===== config.mk =====
export PLATFORM = sky130hd
export DESIGN_NAME = stbs_ctrl
export DESIGN_NICKNAME = d
export VERILOG_FILES = /design/src/hdl/stbs_pkg.sv /design/src/hdl/stbs_ctrl.sv
export SDC_FILE = /design/constraint.sdc
export NUM_CORES = 1
export LEC_CHECK = 0
export BUFFER_PORTS_ARGS = -buffer_cell sky130_fd_sc_hd__buf_2
export CAP_MARGIN = 30
export CORE_AREA = 2 2 39 41
export CTS_CLUSTER_DIAMETER = 200
export DETAILED_ROUTE_END_ITERATION = 8
export DIE_AREA = 0 0 41 43
export GPL_TIMING_DRIVEN = 0
export PLACE_DENSITY = 0.37
export SLEW_MARGIN = 10
export SYNTH_ARGS = -nofsm -noshare
export SYNTH_HDL_FRONTEND = slang
export SYNTH_SLANG_ARGS = --single-unit

===== constraint.sdc =====
create_clock -name clk -period 1.1 [get_ports clk]
set_input_delay 0.22 -clock clk [delete_from_list [all_inputs] [get_ports clk]]
set_output_delay 0.22 -clock clk [all_outputs]
set_load 0.005 [all_outputs]

===== src/hdl/stbs_pkg.sv =====
// Shared types and constants for the sorted-table binary search unit.
package stbs_pkg;

  // Action codes carried by an input transaction
  localparam logic ACT_LOAD   = 1'b0;
  localparam logic ACT_SEARCH = 1'b1;

  localparam int SIZE_W  = 9;
  localparam int INDEX_W = 8;
  localparam int VALUE_W = 32;

  typedef struct packed {
    logic                      action;
    logic [INDEX_W-1:0]        load_index;
    logic signed [VALUE_W-1:0] entry_value;
    logic signed [VALUE_W-1:0] target;
  } stbs_in_t;

  typedef struct packed {
    logic               found;
    logic [INDEX_W-1:0] found_index;
  } stbs_out_t;

  typedef enum logic [1:0] {
    ST_IDLE,
    ST_CHECK,
    ST_COMPARE,
    ST_DONE
  } stbs_state_t;

  // Controller to datapath
  typedef struct packed {
    logic load;         // write one table entry
    logic init;         // load key and initial bounds
    logic probe;        // read entry at midpoint, latch midpoint
    logic step;         // narrow the bounds after a miss
    logic finish_hit;   // record a match at the latched midpoint
    logic finish_miss;  // record not found
  } stbs_cmd_t;

  // Datapath to controller
  typedef struct packed {
    logic in_range;  // low <= high
    logic hit;       // probed entry equals key
  } stbs_stat_t;

endpackage


===== src/hdl/stbs_ctrl.sv =====
// Controller state machine for the sorted-table binary search unit.
module stbs_ctrl (
  input  logic               clk,
  input  logic               rst_n,
  input  logic               start,
  input  logic               action,
  input  stbs_pkg::stbs_stat_t stat,
  output logic               busy,
  output logic               out_strobe,
  output stbs_pkg::stbs_cmd_t  cmd
);
  import stbs_pkg::*;

  stbs_state_t state_r, state_nxt;

  // State register
  always_ff @(posedge clk) begin
    if (!rst_n) begin
      state_r <= ST_IDLE;
    end else begin
      state_r <= state_nxt;
    end
  end

  // Next state
  always_comb begin
    state_nxt = state_r;
    unique case (state_r)
      ST_IDLE: begin
        if (start && action == ACT_SEARCH) state_nxt = ST_CHECK;
      end
      ST_CHECK: begin
        if (stat.in_range) state_nxt = ST_COMPARE;
        else               state_nxt = ST_DONE;
      end
      ST_COMPARE: begin
        if (stat.hit) state_nxt = ST_DONE;
        else          state_nxt = ST_CHECK;
      end
      ST_DONE:  state_nxt = ST_IDLE;
      default:  state_nxt = ST_IDLE;
    endcase
  end

  // Outputs
  always_comb begin
    cmd        = '0;
    busy       = 1'b1;
    out_strobe = 1'b0;
    unique case (state_r)
      ST_IDLE: begin
        busy      = 1'b0;
        cmd.load  = start && action == ACT_LOAD;
        cmd.init  = start && action == ACT_SEARCH;
      end
      ST_CHECK: begin
        cmd.probe       = stat.in_range;
        cmd.finish_miss = !stat.in_range;
      end
      ST_COMPARE: begin
        cmd.finish_hit = stat.hit;
        cmd.step       = !stat.hit;
      end
      ST_DONE: begin
        out_strobe = 1'b1;
      end
      default: begin
        busy = 1'b1;
      end
    endcase
  end

endmodule


==> results.cfg, run 1 <==
[finish]
layout.nets = 40
syn2layout_area_growth_pct = 87.3
instances_no_fill = 48
antenna_cells = 0
reg_top3 = state_r x2
drive_gt1_frac = 0.625
regMostFlops = state_r
largest_reg_flops = 2

[timing]
skew_ps = 1.00
finalMaxSlewViolations = 0
hold_viol = 0
period_needed_ps = 1290
tns_ps = -710
layout_setup_ws_ps = -193
worst_slew_pin_slew_ps = 198
rsz0062_at_grt = true
setup_viol = 7
slew_headroom = 0.866
fmaxAchievable_mhz = 774
finalCritPeriodShare = 1.18

[placement]
hpwl_um = 298
port-buffer-count = 13
place.gp.congestion = 0.591
placed_cells = 44

[power_and_ir_drop]
swShare = 0.247
irDropWorstVdd_v = 0.000268
p_clk_frac = 0.489
p_int_mw = 0.248
pwr-share-seq = 0.288
switchingPower_mw = 0.0812
p_leak_nw = 0.143
pwr_density_cell_mw_per_mm2 = 1280
power_frac_comb = 0.223

[floorplan]
chipHeight_um = 43
die_area_mm2 = 0.00176
initial_core_util = 0.0995
io_pins = 14
rows = 14
core_area_mm2 = 0.00138
die_w_um = 41

[yosys]
yosys_register_bits = 2
synthDistinctLibCells = 12
seq_area_frac_synth = 0.291
syn_area_um2 = 138
syn_area_per_cell_um2 = 9.18
syn_nets = 21
syn-instance-count = 15
yosysWarnings = 0

[worst_setup_path]
cp_slowest_cell = dfxtp_2
crit_chain = or2_1, nor3b_2, buf_2
worstPathMaxFanout = 8
cp.arrival_ps = 1070
worstSetupStartpointType = flop
slowest_delay_ps = 340
required_ps = 880
critical_path_class = flop to output pin
end_kind = output pin

[status]
status = finished with violations
violations = negative setup slack

[route]
vias = 186
wl_um = 400
wl_per_cell_um = 8.33
drc = 0
routed_via_density = 3.88
initialDrtViolationCount = 0
first_pass_iters = 1
drtAntennaViolNets = 0

[global_routing]
grt_pass1_wl_um = 558
grt_max_degree = 9
grt_pass1_vias = 170
grt_antenna_before_repair = 0
track_usage = 0.0521
grt-ovfl-total = 0

[min_path]
hold_class = input pin to flop

[clocking]
htreeDepth = 1
cts_root_buf = clkbuf_4
holdBufCountCts = 0
cts_sinks = 2
numCtsBuffers = 3
insertion_delay_ps = 220
clk_pin_slew_ps = 30
cts_buffer_depth = 2
tritoncts = yes

[run]
max-cap-violations = 0
==> per-layer routing <==
layer	up-vias	global-route usage	wire length (µm)
met4	0	0.0600	0
met3	0	0.0314	34
met5	-	0	0
li1	91	-	-
met1	87	0.0414	166
met2	8	0.0750	199
==> power by group through the flow <==
stage               logic, mW  clock network, mW  registers [mW]
finish                 0.0735              0.161          0.0945
global route           0.0823              0.182          0.0968
CTS                    0.0747              0.176          0.0951
detailed placement     0.0722                  0          0.0946
global placement       0.0720                  0          0.0940
floorplan              0.0384                  0          0.0901
==> Yosys cell counts, drive strengths merged <==
library cell | n | share of area
and2 | 2 | 0.091
dfxtp | 2 | 0.29
nor2b | 2 | 0.091
nor3b | 2 | 0.15
a211o | 1 | 0.064
and3 | 1 | 0.045
and3b | 1 | 0.064
nor4bb | 1 | 0.073
o21a | 1 | 0.055
o21ai | 1 | 0.036
or2 | 1 | 0.045
==> worst max-delay path, delay by kind of cell (launching register included) <==
kind | cells | cell delay [ps]
buffers and inverters | 1 | 120
DFF | 1 | 340
and+or+nand+nor | 2 | 390
==> metrics by stage <==
step	utilization	power (mW)	setup slack, ps	instance area, µm²	hold slack [ps]
after floorplan	-	0.128	113	138	338
after global placement	0.161	0.166	-16.8	223	451
after detailed placement	0.161	0.167	-29.6	223	459
final	0.186	0.329	-193	258	227
after global routing	0.186	0.361	-270	258	219
after CTS	0.186	0.345	-217	258	219
==> layout make-up <==
type	count	area, µm²
clock buffer	3	22.5
fill	157	1130
multi-input combinational	13	97.6
sequential	2	45.0
tap	16	20.0
timing repair buffer	14	72.6
==> timing repair <==
item                       CTS  global route
gates resized for setup      3             0
setup endpoints to repair    8             8
pin swaps                    1             0
buffers inserted             1             0
==> cells by family after synthesis <==
| logic type | Yosys count | synth area share |
|---|---|---|
| flip-flops | 2 | 0.291 |
| AO/OA/AOI/OAI | 3 | 0.155 |
| AND/OR/NAND/NOR | 10 | 0.555 |
==> worst paths after layout <==
path	to	depth (start not counted)	start	slack, ps
max	cmd[5]	3	state_r[1]	-190
min	state_r[1]	2	rst_n	230
max reg2reg	state_r[1]	3	state_r[0]	150
min reg2reg	state_r[0]	2	state_r[0]	600
==> placed cells by master (no fill, tap or decap) <==
cell      count
buf_2        13
clkbuf_4      3
nor2b_1       2
and2_1        2
or2_1         1
nor4bb_1      1
and3b_1       1
nor3b_1       1
nor3b_2       1
o21a_1        1
o21ai_0       1
a211o_1       1
and3_1        1
buf_4         1
dfxtp_4       1
dfxtp_2       1
No activity file was read; power rests on OpenSTA's default activity.
==> run 2, diff against run 1 <==
--- a/config.mk
+++ b/config.mk
@@ -7,10 +7,11 @@
 export LEC_CHECK = 0
 export BUFFER_PORTS_ARGS = -buffer_cell sky130_fd_sc_hd__buf_2
 export CAP_MARGIN = 30
-export CORE_AREA = 2 2 39 41
+export CORE_AREA = 4 4 41 43
+export CTS_BUF_LIST = sky130_fd_sc_hd__clkbuf_4 sky130_fd_sc_hd__clkbuf_8
 export CTS_CLUSTER_DIAMETER = 200
 export DETAILED_ROUTE_END_ITERATION = 8
-export DIE_AREA = 0 0 41 43
+export DIE_AREA = 0 0 45 47
 export GPL_TIMING_DRIVEN = 0
 export PLACE_DENSITY = 0.37
 export SLEW_MARGIN = 10
==> results.cfg, run 2 (synthesis gave the netlist of run 1 again) <==
[timing]
period_needed_ps = 1310
hold_viol = 0
finalCritPeriodShare = 1.19
tns_ps = -1170
finalMaxSlewViolations = 0
fmaxAchievable_mhz = 765
rsz0062_at_grt = true
layout_setup_ws_ps = -207
setup_viol = 8
skew_ps = 0.154
slew_headroom = 0.868
holdWs_ps = 225
worst_slew_pin_slew_ps = 195

[power_and_ir_drop]
p_leak_nw = 0.157
finalPower_mw = 0.368
pwr_density_cell_mw_per_mm2 = 1270
irDropWorstVdd_v = 0.000426

[route]
wl_per_cell_um = 10.2
drtAntennaViolNets = 0
routed_via_density = 3.98
wl_um = 501
vias = 195
initialDrtViolationCount = 0
first_pass_iters = 1
drc = 0

[clocking]
cts_root_buf = clkbuf_4
holdBufCountCts = 0
numCtsBuffers = 3
insertion_delay_ps = 220
cts_buffer_depth = 2
cts_sinks = 2
tritoncts = yes
clk_pin_slew_ps = 30
htreeDepth = 1

[floorplan]
core_area_mm2 = 0.00130
die_w_um = 45
io_pins = 14
rows = 13
die_area_mm2 = 0.00212
chipHeight_um = 47
initial_core_util = 0.106

[finish]
largest_reg_flops = 2
reg_top3 = state_r x2
syn2layout_area_growth_pct = 110
fill_cells = 161
multi_input_area_um2 = 103
layout_common_cells = buf_2, clkbuf_4
layout.nets = 42
layout_commonest_cell = buf_2
drive_gt1_frac = 0.706
antenna_cells = 0
seq_area_um2 = 47.5
regMostFlops = state_r

[placement]
place.gp.congestion = 0.679
post-place-ws_ps = -44.7
port-buffer-count = 13
hpwl_um = 366

[global_routing]
grt_pass1_vias = 188
grt_pass1_wl_um = 724
grt_antenna_before_repair = 0
grt-ovfl-total = 0
grt_max_degree = 9
track_usage = 0.0560

[worst_setup_path]
end_kind = output pin
worstPathMaxFanout = 5
cp_slowest_cell = dfxtp_4
critical_path_class = flop to output pin
crit_chain = buf_4, nor4bb_1, buf_2
slowest_delay_ps = 350
cp.arrival_ps = 1090
worstSetupStartpointType = flop
required_ps = 880

[min_path]
hold_class = input pin to flop

[status]
status = finished with violations
violations = negative setup slack

[run]
max-cap-violations = 0
run 2: worst paths after layout:
check	start	end	slack (ps)	cells after the start
max	state_r[0]	cmd[4]	-210	3
min reg2reg	state_r[0]	state_r[0]	600	2
min	rst_n	state_r[1]	230	2
max reg2reg	state_r[0]	state_r[0]	70	3
run 2: worst max-delay path, delay by kind of cell (launching register included):
| family | cells | cell delay (ps) |
|---|---|---|
| DFF | 1 | 350 |
| buffers and inverters | 2 | 300 |
| and+or+nand+nor | 1 | 230 |
run 2: timing repair:
action,in CTS,in global routing
resized for setup,4,4
pin swaps,1,0
setup endpoints to repair,8,7
setup buffers,0,3
gates cloned,0,0
run 2: layer usage:
layer / track usage / vias to the layer above / routed length, µm
li1: - / 94 / -
met1: 0.0452 / 87 / 213
met2: 0.0819 / 14 / 224
met3: 0.0383 / 0 / 63
met4: 0.0702 / 0 / 0
met5: 0 / - / 0
run 2: layout make-up:
cell class | instances | area share
Tap cell | 15 | 0.0649
Timing Repair Buffer | 16 | 0.338
Multi-Input combinational cell | 13 | 0.355
Sequential cell | 2 | 0.165
Clock buffer | 3 | 0.0779
run 2: through the flow:
| step | instance area [µm²] | utilization | instances |
|---|---|---|---|
| 2_1_floorplan | 138 | - | 15 |
| 3_3_place_gp | 221 | 0.170 | 43 |
| 3_5_place_dp | 221 | 0.170 | 43 |
| 4_1_cts | 251 | 0.193 | 46 |
| 5_1_grt | 289 | 0.222 | 49 |
| 6_report | 289 | 0.222 | 49 |
run 2: report_power, final:
group	switching (mW)	internal (mW)	leakage, nW
clock network	0.0418	0.120	0.0138
registers	0.0120	0.0814	0.0178
logic	0.0380	0.0748	0.125
total	0.0918	0.277	0.157
